[src/hw/rtl/chfb_pkg.sv]
`default_nettype none

package chfb_pkg;

    // Default build values, handed down through the top level parameters
    localparam int CORDIC_STEPS_DEF        = 16;
    localparam int ANGLE_FRACTION_BITS_DEF = 7;

    // Arctangent table: atan(2^-i) in degrees, scaled by 2^16
    localparam int ATAN_LEN   = 24;
    localparam int ATAN_IW    = 5;
    localparam int ATAN_W     = 22;

    // Angle unit inside the datapath is 2^-16 degree
    localparam int DEG_FRAC   = 16;

    // Depth of the queue between the byte assembler and the CORDIC unit
    localparam int QUEUE_DEPTH = 2;

    // One assembled sample pair, passed from front to back
    typedef struct packed {
        logic signed [15:0] x;
        logic signed [15:0] y;
    } t_pair;

    // Handshake between the assembler, the queue and the CORDIC unit
    typedef struct packed {
        logic push;
        logic pop;
    } t_q_ctrl;

    typedef struct packed {
        logic full;
        logic empty;
    } t_q_stat;

    function automatic logic [ATAN_W-1:0] atan_deg(input logic [ATAN_IW-1:0] idx);
        logic [ATAN_W-1:0] v;
        begin
            case (idx)
                5'd0:    v = 22'd2949120;
                5'd1:    v = 22'd1740967;
                5'd2:    v = 22'd919879;
                5'd3:    v = 22'd466945;
                5'd4:    v = 22'd234379;
                5'd5:    v = 22'd117304;
                5'd6:    v = 22'd58666;
                5'd7:    v = 22'd29335;
                5'd8:    v = 22'd14668;
                5'd9:    v = 22'd7334;
                5'd10:   v = 22'd3667;
                5'd11:   v = 22'd1833;
                5'd12:   v = 22'd917;
                5'd13:   v = 22'd458;
                5'd14:   v = 22'd229;
                5'd15:   v = 22'd115;
                5'd16:   v = 22'd57;
                5'd17:   v = 22'd29;
                5'd18:   v = 22'd14;
                5'd19:   v = 22'd7;
                5'd20:   v = 22'd4;
                5'd21:   v = 22'd2;
                5'd22:   v = 22'd1;
                default: v = 22'd0;
            endcase
            return v;
        end
    endfunction

endpackage

`default_nettype wire

[src/hw/rtl/chfb_front.sv]
`default_nettype none

module chfb_front
    import chfb_pkg::*;
(
    input  wire logic       i_clk,
    input  wire logic       i_rst_n,
    input  wire logic       i_accept,
    input  wire logic [7:0] i_data_byte,
    input  wire logic       i_start_of_burst,
    output t_pair           o_pair,
    output logic            o_pair_valid
);

    localparam logic [2:0] POS_X_HI = 3'd0;
    localparam logic [2:0] POS_X_LO = 3'd1;
    localparam logic [2:0] POS_Y_HI = 3'd4;
    localparam logic [2:0] POS_Y_LO = 3'd5;

    logic [2:0]  r_pos,  n_pos;
    logic [15:0] r_x,    n_x;
    logic [7:0]  r_yh,   n_yh;
    logic [2:0]  pos;

    always_comb begin
        // restart on a start flag or an out-of-range position
        if (i_start_of_burst || (r_pos > POS_Y_LO)) begin
            pos = POS_X_HI;
        end else begin
            pos = r_pos;
        end
        n_pos = r_pos;
        n_x   = r_x;
        n_yh  = r_yh;
        if (i_accept) begin
            n_pos = pos + 3'd1;
            unique case (pos)
                POS_X_HI: n_x  = {i_data_byte, r_x[7:0]};
                POS_X_LO: n_x  = {r_x[15:8], i_data_byte};
                POS_Y_HI: n_yh = i_data_byte;
                POS_Y_LO: n_pos = POS_X_HI;
                default:  ;
            endcase
        end
    end

    assign o_pair_valid = i_accept && (pos == POS_Y_LO);
    assign o_pair.x     = r_x;
    assign o_pair.y     = {r_yh, i_data_byte};

    always_ff @(posedge i_clk) begin
        if (!i_rst_n) begin
            r_pos <= POS_X_HI;
            r_x   <= '0;
            r_yh  <= '0;
        end else begin
            r_pos <= n_pos;
            r_x   <= n_x;
            r_yh  <= n_yh;
        end
    end

endmodule

`default_nettype wire

[src/hw/rtl/chfb_queue.sv]
`default_nettype none

module chfb_queue
    import chfb_pkg::*;
(
    input  wire logic    i_clk,
    input  wire logic    i_rst_n,
    input  wire t_q_ctrl i_ctrl,
    input  wire t_pair   i_wdata,
    output t_pair        o_rdata,
    output t_q_stat      o_stat
);

    localparam int PW = $clog2(QUEUE_DEPTH);
    localparam int CW = $clog2(QUEUE_DEPTH + 1);

    t_pair           r_mem [QUEUE_DEPTH];
    logic [PW-1:0]   r_wp, r_rp;
    logic [CW-1:0]   r_cnt;
    logic            do_push, do_pop;

    assign o_stat.full  = (r_cnt == CW'(QUEUE_DEPTH));
    assign o_stat.empty = (r_cnt == '0);
    assign do_push      = i_ctrl.push && !o_stat.full;
    assign do_pop       = i_ctrl.pop && !o_stat.empty;
    assign o_rdata      = r_mem[r_rp];

    // advance a pointer, wrapping at the queue depth
    function automatic logic [PW-1:0] nxt(input logic [PW-1:0] p);
        begin
            if (p == PW'(QUEUE_DEPTH - 1)) begin
                return '0;
            end
            return p + PW'(1);
        end
    endfunction

    always_ff @(posedge i_clk) begin
        if (do_push) begin
            r_mem[r_wp] <= i_wdata;
        end
    end

    always_ff @(posedge i_clk) begin
        if (!i_rst_n) begin
            r_wp  <= '0;
            r_rp  <= '0;
            r_cnt <= '0;
        end else begin
            if (do_push) begin
                r_wp <= nxt(r_wp);
            end
            if (do_pop) begin
                r_rp <= nxt(r_rp);
            end
            if (do_push && !do_pop) begin
                r_cnt <= r_cnt + CW'(1);
            end else if (do_pop && !do_push) begin
                r_cnt <= r_cnt - CW'(1);
            end
        end
    end

endmodule

`default_nettype wire

[src/hw/rtl/chfb_cordic.sv]
`default_nettype none

module chfb_cordic
    import chfb_pkg::*;
#(
    parameter int CORDIC_STEPS        = CORDIC_STEPS_DEF,
    parameter int ANGLE_FRACTION_BITS = ANGLE_FRACTION_BITS_DEF
) (
    input  wire logic        i_clk,
    input  wire logic        i_rst_n,
    input  wire t_pair       i_pair,
    input  wire logic        i_pair_empty,
    output logic             o_pair_pop,
    input  wire logic        i_pop,
    output logic             o_empty,
    output logic [15:0]      o_heading,
    output logic signed [15:0] o_x_field,
    output logic signed [15:0] o_y_field
);

    localparam int STEPS = (CORDIC_STEPS > ATAN_LEN) ? ATAN_LEN : CORDIC_STEPS;
    localparam logic [ATAN_IW-1:0] LAST = ATAN_IW'(STEPS - 1);
    localparam int CW  = 27;   // rotation registers, input scaled by 2^8
    localparam int ZW  = 25;   // angle accumulator
    localparam int HW  = 27;   // angle plus offset
    localparam int RW  = 26;   // clamped angle plus rounding term
    localparam int SH  = DEG_FRAC - ANGLE_FRACTION_BITS;
    localparam logic signed [HW-1:0] H180 = HW'(180 * (2 ** DEG_FRAC));
    localparam logic signed [HW-1:0] H360 = HW'(360 * (2 ** DEG_FRAC));
    localparam logic [RW-1:0] HALF = RW'(2 ** (SH - 1));

    typedef enum logic [1:0] {S_IDLE, S_STEP, S_FIX, S_ROUND} t_state;

    t_state                 r_state;
    logic signed [CW-1:0]   r_x, r_y;
    logic signed [ZW-1:0]   r_z;
    logic signed [HW-1:0]   r_base;
    logic [ATAN_IW-1:0]     r_i;
    logic [RW-1:0]          r_h;
    logic signed [15:0]     r_xf, r_yf;
    logic                   r_out_valid;
    logic [15:0]            r_out_heading;
    logic signed [15:0]     r_out_x, r_out_y;

    logic signed [CW-1:0]   x_in, y_in, dx, dy;
    logic signed [ZW-1:0]   a;
    logic signed [HW-1:0]   h;
    logic [RW-1:0]          rs;
    logic [RW-1:0]          rq;
    logic                   y_pos;
    logic                   slot_free;

    assign o_pair_pop = (r_state == S_IDLE) && !i_pair_empty;
    assign slot_free  = !r_out_valid || i_pop;

    assign x_in = {{(CW-24){i_pair.x[15]}}, i_pair.x, 8'h00};
    assign y_in = {{(CW-24){i_pair.y[15]}}, i_pair.y, 8'h00};

    assign dx    = r_y >>> r_i;
    assign dy    = r_x >>> r_i;
    assign a     = ZW'(atan_deg(r_i));
    assign y_pos = !r_y[CW-1] && (r_y != '0);

    assign h  = r_base + HW'(r_z);
    assign rs = r_h + HALF;
    assign rq = rs >> SH;

    always_ff @(posedge i_clk) begin
        if (!i_rst_n) begin
            r_state     <= S_IDLE;
            r_out_valid <= 1'b0;
        end else begin
            // drop the slot on a pop unless the round step refills it at once
            if (i_pop && r_out_valid && (r_state != S_ROUND)) begin
                r_out_valid <= 1'b0;
            end
            unique case (r_state)
                S_IDLE: begin
                    if (!i_pair_empty) begin
                        r_xf <= i_pair.x;
                        r_yf <= i_pair.y;
                        r_z  <= '0;
                        r_i  <= '0;
                        // fold the left half plane onto the right one
                        if (i_pair.x[15]) begin
                            r_x <= -x_in;
                            r_y <= -y_in;
                            r_base <= (!i_pair.y[15] || (i_pair.y == '0)) ? H360 : '0;
                        end else begin
                            r_x <= x_in;
                            r_y <= y_in;
                            r_base <= H180;
                        end
                        r_state <= (i_pair.y == '0) ? S_FIX : S_STEP;
                    end
                end
                S_STEP: begin
                    if (y_pos) begin
                        r_x <= r_x + dx;
                        r_y <= r_y - dy;
                        r_z <= r_z + a;
                    end else begin
                        r_x <= r_x - dx;
                        r_y <= r_y + dy;
                        r_z <= r_z - a;
                    end
                    r_i <= r_i + ATAN_IW'(1);
                    if (r_i == LAST) begin
                        r_state <= S_FIX;
                    end
                end
                S_FIX: begin
                    // clamp to the full circle
                    if (h[HW-1]) begin
                        r_h <= '0;
                    end else if (h > H360) begin
                        r_h <= RW'(H360);
                    end else begin
                        r_h <= RW'(h);
                    end
                    r_state <= S_ROUND;
                end
                S_ROUND: begin
                    if (slot_free) begin
                        r_out_valid   <= 1'b1;
                        r_out_heading <= (rq > RW'(16'hFFFF)) ? 16'hFFFF : rq[15:0];
                        r_out_x       <= r_xf;
                        r_out_y       <= r_yf;
                        r_state       <= S_IDLE;
                    end
                end
                default: r_state <= S_IDLE;
            endcase
        end
    end

    assign o_empty   = !r_out_valid;
    assign o_heading = r_out_heading;
    assign o_x_field = r_out_x;
    assign o_y_field = r_out_y;

endmodule

`default_nettype wire

[src/hw/rtl/compass_heading_from_bytes.sv]
`default_nettype none

// Channel   Direction  Handshake          Word
// bytes     in         i_push / o_full    i_data_byte, i_start_of_burst
// heading   out        o_empty / i_pop    o_heading, o_x_field, o_y_field
//
// A byte is taken in the cycle it is offered unless the pair queue is full.
// After the Y low byte is queued, the single shared rotation unit loads the
// pair, runs CORDIC_STEPS micro-rotations (at most 24), clamps the angle
// and rounds it to give the heading. A Y of zero skips the rotations.
// Reset is synchronous and clears the byte position, the queue and the
// result slot. A stalled result holds its slot while the CORDIC unit
// finishes the next pair and waits in its round step.

module compass_heading_from_bytes
    import chfb_pkg::*;
#(
    parameter int CORDIC_STEPS        = CORDIC_STEPS_DEF,
    parameter int ANGLE_FRACTION_BITS = ANGLE_FRACTION_BITS_DEF
) (
    input  wire logic          i_clk,
    input  wire logic          i_rst_n,
    input  wire logic          i_push,
    output logic               o_full,
    input  wire logic [7:0]    i_data_byte,
    input  wire logic          i_start_of_burst,
    output logic               o_empty,
    input  wire logic          i_pop,
    output logic [15:0]        o_heading,
    output logic signed [15:0] o_x_field,
    output logic signed [15:0] o_y_field
);

    t_pair   pair_in, pair_out;
    logic    pair_valid;
    logic    pair_pop;
    t_q_ctrl q_ctrl;
    t_q_stat q_stat;
    logic    accept;

    // hold off every byte while the queue has no room for a finished pair
    assign o_full = q_stat.full;
    assign accept = i_push && !q_stat.full;

    chfb_front u_front (
        .i_clk            (i_clk),
        .i_rst_n          (i_rst_n),
        .i_accept         (accept),
        .i_data_byte      (i_data_byte),
        .i_start_of_burst (i_start_of_burst),
        .o_pair           (pair_in),
        .o_pair_valid     (pair_valid)
    );

    assign q_ctrl.push = pair_valid;
    assign q_ctrl.pop  = pair_pop;

    chfb_queue u_queue (
        .i_clk   (i_clk),
        .i_rst_n (i_rst_n),
        .i_ctrl  (q_ctrl),
        .i_wdata (pair_in),
        .o_rdata (pair_out),
        .o_stat  (q_stat)
    );

    chfb_cordic #(
        .CORDIC_STEPS        (CORDIC_STEPS),
        .ANGLE_FRACTION_BITS (ANGLE_FRACTION_BITS)
    ) u_cordic (
        .i_clk        (i_clk),
        .i_rst_n      (i_rst_n),
        .i_pair       (pair_out),
        .i_pair_empty (q_stat.empty),
        .o_pair_pop   (pair_pop),
        .i_pop        (i_pop),
        .o_empty      (o_empty),
        .o_heading    (o_heading),
        .o_x_field    (o_x_field),
        .o_y_field    (o_y_field)
    );

endmodule

`default_nettype wire
[config.mk]
export PLATFORM = sky130hd
export DESIGN_NAME = compass_heading_from_bytes
export DESIGN_NICKNAME = d
export VERILOG_FILES = /design/src/hw/rtl/chfb_pkg.sv /design/src/hw/rtl/chfb_front.sv /design/src/hw/rtl/chfb_queue.sv /design/src/hw/rtl/chfb_cordic.sv /design/src/hw/rtl/compass_heading_from_bytes.sv
export SDC_FILE = /design/constraint.sdc
export NUM_CORES = 1
export LEC_CHECK = 0
export ABC_AREA = 1
export BUFFER_PORTS_ARGS = -buffer_cell sky130_fd_sc_hd__buf_2
export CORE_ASPECT_RATIO = 1.1
export CORE_MARGIN = 4
export CORE_UTILIZATION = 30
export CTS_BUF_LIST = sky130_fd_sc_hd__clkbuf_8
export DETAILED_ROUTE_END_ITERATION = 8
export SETUP_SLACK_MARGIN = 0.02
export SYNTH_ARGS = -nofsm -noshare
export SYNTH_HDL_FRONTEND = slang
export SYNTH_SLANG_ARGS = --single-unit
[constraint.sdc]
create_clock -name i_clk -period 5.1 [get_ports i_clk]
set_clock_uncertainty 0.05 [all_clocks]
set_input_delay 1.02 -clock i_clk [delete_from_list [all_inputs] [get_ports i_clk]]
set_output_delay 1.02 -clock i_clk [all_outputs]
set_load 0.02 [all_outputs]
==> run_results.csv, run 1 <==
group,metric,value,unit
setup_path,cp.depth,28,
place,numPlacedInstances,3703,
setup_path,crit_top_cell,"nand2_1",
place,dp_slack,0.101,ns
setup_path,reg2reg_depth,28,
clock_network,h-tree-depth,2,
finish,layout-drive-gt1-share,11.0,%
grt,grt_antenna_before_repair,1,
sta,finalCritPeriodShare,93.7,%
place,place_congestion,0.933,
clock_network,cts_sinks,306,
logic_synthesis,synth_fa_ha_area_share,6.66,%
floorplanning,std_cell_rows,102,
grt,grt_overflow_total,0,
logic_synthesis,synthCells,2763,
setup_path,slowest_delay,0.54,ns
setup_path,cp-start-kind,"flip-flop",
grt,grt_pass1_wl,97100,um
floorplanning,die-area,75300,um^2
logic_synthesis,syn-num-nets,2887,
logic_synthesis,synthMuxAreaShare,0.376,%
routing,drcViolationCount,0,
logic_synthesis,synth_flop_cell,"edfxtp_1",
finish,final_nets,2956,
logic_synthesis,synth_cell_types,62,
clock_network,clock_latency,0.69,ns
finish,area_delta_synth_final,12.9,%
clock_network,clk_pin_slew_worst_paths,0.06,ns
routing,first_pass_iters,7,
logic_synthesis,yosys.area_share.simple,26.7,%
place,io_buffers,62,
setup_path,crit_path_end_kind,"flip-flop",
setup_path,critPathTopFamily,"simple AND/OR/NAND/NOR gates",
floorplanning,coreArea,70300,um^2
routing,ant_nets,0,
finish,instances_no_fill,3815,
grt,grt.total_usage,15.9,%
logic_synthesis,synth-compound-area-share,14.2,%
logic_synthesis,synth_edf_count,249,
sta,fin_setup_tns,0,ns
setup_path,cp.buffers_inverters,4,
floorplanning,fp.dieH,287,um
setup_path,r2r_setup_slack,0.32,ns
finish,utilization,34.2,%
hold_path,hold_class,"flip-flop to flip-flop",
sta,finalSetupViolations,0,
logic_synthesis,yosysSeqAreaShare,40.5,%
setup_path,crit_start,"u_cordic.r_i[0]",
sta,timing.final.ws_setup,0.320,ns
setup_path,worstPathRequired,5.44,ns
clock_network,numCtsBuffers,54,
grt,grt_pass1_vias,18190,
routing,vias,19053,
clock_network,tritoncts,"done",
logic_synthesis,netlist_area,21300,um^2
logic_synthesis,yosys_warnings,0,
clock_network,cts-root-buf,"clkbuf_8",
logic_synthesis,synth_seq_cells,306,
logic_synthesis,avgSynthCellArea,7.71,um^2
sta,fin_crit,4.78,ns
flow_run,cap_viol_max_count,0,
setup_path,worstSetupEndpoint,"u_cordic.r_x[23]",
setup_path,r2r-end,"u_cordic.r_x[23]",
setup_path,reg2reg_from,"u_cordic.r_i[0]",
sta,maxSlewHeadroom,33.7,%
floorplanning,die_x,262,um
routing,drt_iter0_drc,1755,
clock_network,cts_max_path_buffers,3,
grt,grt_max_degree,76,
setup_path,worstPathMaxFanout,15,
floorplanning,start_util,30.3,%
setup_path,cp.arrival,5.12,ns
sta,finalHoldViolCount,0,
setup_path,crit_slowest_cell,"edfxtp_1",
place,dp_hpwl,45400,um
routing,viasPerCell,4.99,
logic_synthesis,synth_top_family_by_area,"simple AND/OR/NAND/NOR gates",
routing,totalWireLength,61400,um
sta,fmax,209,MHz
floorplanning,io_pins,63,
logic_synthesis,synth_xor_area_share,3.82,%
clock_network,ctsHoldBuffers,0,
sta,tightest_slew,0.991,ns
run_status,status,"complete, no violations",
logic_synthesis,ys_async_sr_fraction,0,%
routing,wire_per_inst,16.1,um
sta,drv_slew,0,
setup_path,critPathKind,"flip-flop to flip-flop",
-- cell type report --
class	instances	area [um^2]
Tap cell	936	1170
Clock buffer	65	895
Sequential cell	306	8620
Antenna cell	1	2.50
Timing Repair Buffer	112	783
Fill cell	7391	46300
Inverter	297	1130
Multi-Input combinational cell	2061	11200
Clock inverter	37	279
-- synthesized netlist by cell type, types with 7 or more instances --
library cell | n | share of area [%]
a21oi_1 | 221 | 5.2
a31oi_1 | 18 | 0.53
buf_1 | 8 | 0.14
buf_2 | 35 | 0.82
buf_4 | 13 | 0.46
buf_6 | 7 | 0.37
clkbuf_1 | 35 | 0.62
dfxtp_1 | 57 | 5.4
edfxtp_1 | 249 | 35
ha_1 | 107 | 6.3
inv_1 | 287 | 5.1
mux2i_1 | 8 | 0.38
nand2_1 | 603 | 11
nand2_2 | 20 | 0.59
nand3_1 | 313 | 7.4
nand4_1 | 34 | 1.0
nor2_1 | 218 | 3.8
nor2_2 | 7 | 0.21
nor3_1 | 41 | 0.96
nor4_1 | 10 | 0.29
o211ai_1 | 14 | 0.49
o21a_1 | 8 | 0.28
o21ai_0 | 207 | 4.9
o21ai_1 | 23 | 0.54
o21ai_2 | 9 | 0.37
o21bai_1 | 15 | 0.53
or2_2 | 26 | 0.76
xnor2_1 | 38 | 1.6
xor2_1 | 55 | 2.3
-- cells in the final DEF, fill, tap and decap left out, types with 7 or more instances in the layout --
cell type,Yosys,routed
a21oi_1,221,218
a31oi_1,18,18
buf_2,35,62
buf_4,13,43
clkbuf_8,0,65
clkinv_1,3,7
clkinv_2,0,10
dfxtp_1,57,57
edfxtp_1,249,249
ha_1,107,103
inv_1,287,297
mux2i_1,8,8
nand2_1,603,597
nand2_2,20,26
nand3_1,313,311
nand4_1,34,34
nor2_1,218,210
nor2_2,7,12
nor2_4,5,8
nor3_1,41,39
nor4_1,10,8
o211ai_1,14,14
o21a_1,8,8
o21ai_0,207,206
o21ai_1,23,23
o21ai_2,9,10
o21bai_1,15,14
or2_2,26,26
xnor2_1,38,38
xor2_1,55,55
-- routing by layer --
metal  vias to the layer above  share of wire [%]  global-route usage (%)
li1                       9585                  -                       -
met1                      8760                 44                    20.8
met2                       577                 47                    26.9
met3                       131                5.3                    2.08
met4                         0                3.7                    6.08
met5                         -                  0                       0
-- sequential cells by signal, summed over array words and instances (netlist names), 5 cells and up, named ones only --
name                flops
u_cordic.a             22
u_cordic.o_x_field     16
u_queue.r_mem          64
u_cordic.o_y_field     16
u_front.r_x            16
u_cordic.r_y           27
u_cordic.r_i            5
u_cordic.r_z           25
u_cordic.r_xf          16
u_front.r_yh            8
u_cordic.r_h           18
u_cordic.r_yf          16
u_cordic.o_heading     16
u_cordic.r_x           27
-- metrics by stage --
step,cell area [um^2],hold WS (ns)
6_report,24000,0.355
4_1_cts,23800,0.361
3_5_place_dp,22600,0.355
2_1_floorplan,21300,0.350
5_1_grt,24000,0.371
3_3_place_gp,22600,0.353
-- what timing repair did --
item,4_1_cts,5_1_grt
endpoints found under the hold margin,0,0
buffers inserted,0,7
gates resized for setup,0,32
endpoints found under the setup margin,0,18
-- logic make-up after synthesis --
kind of cell	count (synthesis)
compound gates	550
mux	8
other cells	1
xor+xnor	93
buf+inv	396
simple gates	1298
flops	306
fa+ha+maj	111
-- how the worst min path moves through the flow --
stage	depth (start not counted)	slack [ns]	end	startpoint
detailed placement	0	0.35	u_cordic.o_x_field[0]	u_cordic.r_xf[0]
CTS	0	0.36	u_cordic.o_y_field[12]	u_cordic.r_yf[12]
floorplan	0	0.35	u_cordic.o_x_field[0]	u_cordic.r_xf[0]
global placement	0	0.35	u_cordic.o_y_field[2]	u_cordic.r_yf[2]
global route	0	0.37	u_cordic.o_y_field[13]	u_cordic.r_yf[13]
finish	0	0.36	u_cordic.o_y_field[12]	u_cordic.r_yf[12]
Power of run 1 is not shown: default switching activity piles up to over one toggle a cycle in this logic, so the estimate is an artifact.
==> run 2, diff against run 1 <==
CORE_ASPECT_RATIO = 0.8   (was 1.1)
==> run_results.csv, run 2 (synthesis results as in run 1) <==
group,metric,value,unit
clock_network,numCtsBuffers,57,
grt,grt_overflow_total,0,
finish,fin_area,24200,um^2
floorplanning,std_cell_rows,87,
place,place_congestion,0.953,
place,dp_hpwl,47000,um
routing,drcViolationCount,0,
routing,drt_iter0_drc,2296,
clock_network,cts_sinks,306,
place,placed_area,22700,um^2
clock_network,h-tree-depth,2,
finish,area_delta_synth_final,13.5,%
routing,totalWireLength,63000,um
setup_path,critPathKind,"flip-flop to flip-flop",
hold_path,hold_class,"flip-flop to flip-flop",
sta,fmax,209,MHz
finish,final_cell_mix,"602 x nand2_1, 312 x nand3_1, 300 x inv_1, 249 x edfxtp_1, 220 x a21oi_1",
finish,regMostFlops,"u_queue.r_mem",
grt,grt.total_usage,16.3,%
floorplanning,start_util,30.2,%
flow_run,cap_viol_max_count,0,
clock_network,clock_latency,0.69,ns
grt,grt_pass1_vias,17519,
floorplanning,die_x,306,um
clock_network,cts-root-buf,"clkbuf_8",
finish,final_nets,2970,
setup_path,worstPathRequired,5.55,ns
grt,grt_antenna_before_repair,1,
sta,drv_slew,0,
finish,instances_no_fill,3829,
finish,layout-drive-gt1-share,11.1,%
grt,grt_pass1_wl,98700,um
floorplanning,io_pins,63,
place,io_buffers,62,
clock_network,clk_pin_slew_worst_paths,0.06,ns
sta,finalSetupViolations,0,
run_status,status,"complete, no violations",
sta,tightest_slew,1.04,ns
setup_path,cp-start-kind,"flip-flop",
clock_network,cts_max_path_buffers,3,
sta,finalHoldViolCount,0,
setup_path,cp.arrival,5.22,ns
setup_path,worstPathMaxFanout,38,
clock_network,tritoncts,"done",
finish,largest_reg_flops,64,
floorplanning,die-area,75400,um^2
grt,grt_max_degree,49,
clock_network,ctsHoldBuffers,0,
routing,vias,19399,
routing,first_pass_iters,7,
routing,wire_per_inst,16.5,um
sta,maxSlewHeadroom,30.7,%
finish,final_common_cell,"nand2_1",
sta,finalCritPeriodShare,93.6,%
finish,top_regs,"u_queue.r_mem (64), u_cordic.r_x (27), u_cordic.r_y (27)",
finish,n_fill_cell,7350,
place,numPlacedInstances,3713,
routing,viasPerCell,5.07,
floorplanning,coreArea,70400,um^2
floorplanning,fp.dieH,246,um
routing,ant_nets,0,
setup_path,crit_path_end_kind,"flip-flop",
sta,fin_crit,4.78,ns
==> run 2: cell types whose count changed in the layout (fill, tap and decap cells not counted), sizes merged <==
cell	previous run	this run
buf	110	120
bufinv	3	7
inv	307	311
clkinvlp	4	1
clkinv	20	21
==> run 2: path summary, 6_finish.rpt <==
check,startpoint,slack (ns),cells past startpoint,endpoint
setup reg to reg,u_cordic.r_i[0],0.32,26,u_cordic.r_x[23]
hold / removal,u_cordic.r_yf[5],0.37,0,u_cordic.o_y_field[5]
hold reg to reg,u_cordic.r_yf[5],0.37,0,u_cordic.o_y_field[5]
setup / recovery,u_cordic.r_i[0],0.32,26,u_cordic.r_x[23]
==> run 2: timing repair <==
action | 4_1_cts | 5_1_grt
buffers inserted | 0 | 5
setup endpoints to repair | 0 | 14
resized for setup | 0 | 20
hold endpoints to repair | 0 | 0
==> run 2: metrics by stage <==
step | setup slack, ns | util [%] | hold slack [ns] | setup TNS [ns]
global route | -0.0473 | 34.3 | 0.375 | -0.0473
global placement | 0.247 | 32.3 | 0.352 | 0
CTS | 0.214 | 34.2 | 0.368 | 0
detailed placement | 0.236 | 32.3 | 0.355 | 0
floorplan | 0.112 | - | 0.350 | 0
finish | 0.324 | 34.3 | 0.368 | 0
==> run 2: area by class of cell <==
cell class	instances	area (um^2)	share of cell area, %
Antenna cell	1	2.50	0.0103
Clock buffer	67	922	3.81
Tap cell	934	1170	4.83
Timing Repair inverter	3	17.5	0.0724
Multi-Input combinational cell	2061	11100	45.9
Timing Repair Buffer	120	825	3.41
Clock inverter	40	400	1.66
Sequential cell	306	8620	35.6
Inverter	297	1130	4.66
==> run 2: routing by layer <==
metal	share of wire (%)	routed length, um	track usage, %	vias to the layer above
li1	-	-	-	9631
met1	49	31000	25.0	8973
met2	40	25400	23.2	700
met3	8.0	5070	2.85	95
met4	2.4	1520	4.31	0
met5	0	0	0	-
==> run 2: worst max-delay path, stage by stage, from the launching register on <==
cell and delay [ns]:
edfxtp_1 0.41, buf_12 0.17, buf_12 0.16, nand2_1 0.09
nand3_1 0.17, nand3_1 0.15, nand3_1 0.14, a31oi_4 0.24
ha_2 0.25, inv_1 0.05, a21oi_1 0.11, nand3_1 0.14
nor2_4 0.12, buf_4 0.14, nand2_2 0.06, o21ai_2 0.17
xnor2_1 0.17, ha_1 0.33, a21oi_1 0.15, o21ai_0 0.12
a21oi_2 0.21, nand3_2 0.18, a21o_1 0.23, a31oi_1 0.17
xor2_1 0.17, nand2_1 0.07, o21ai_0 0.13
Power of run 2 is left out for the same reason.
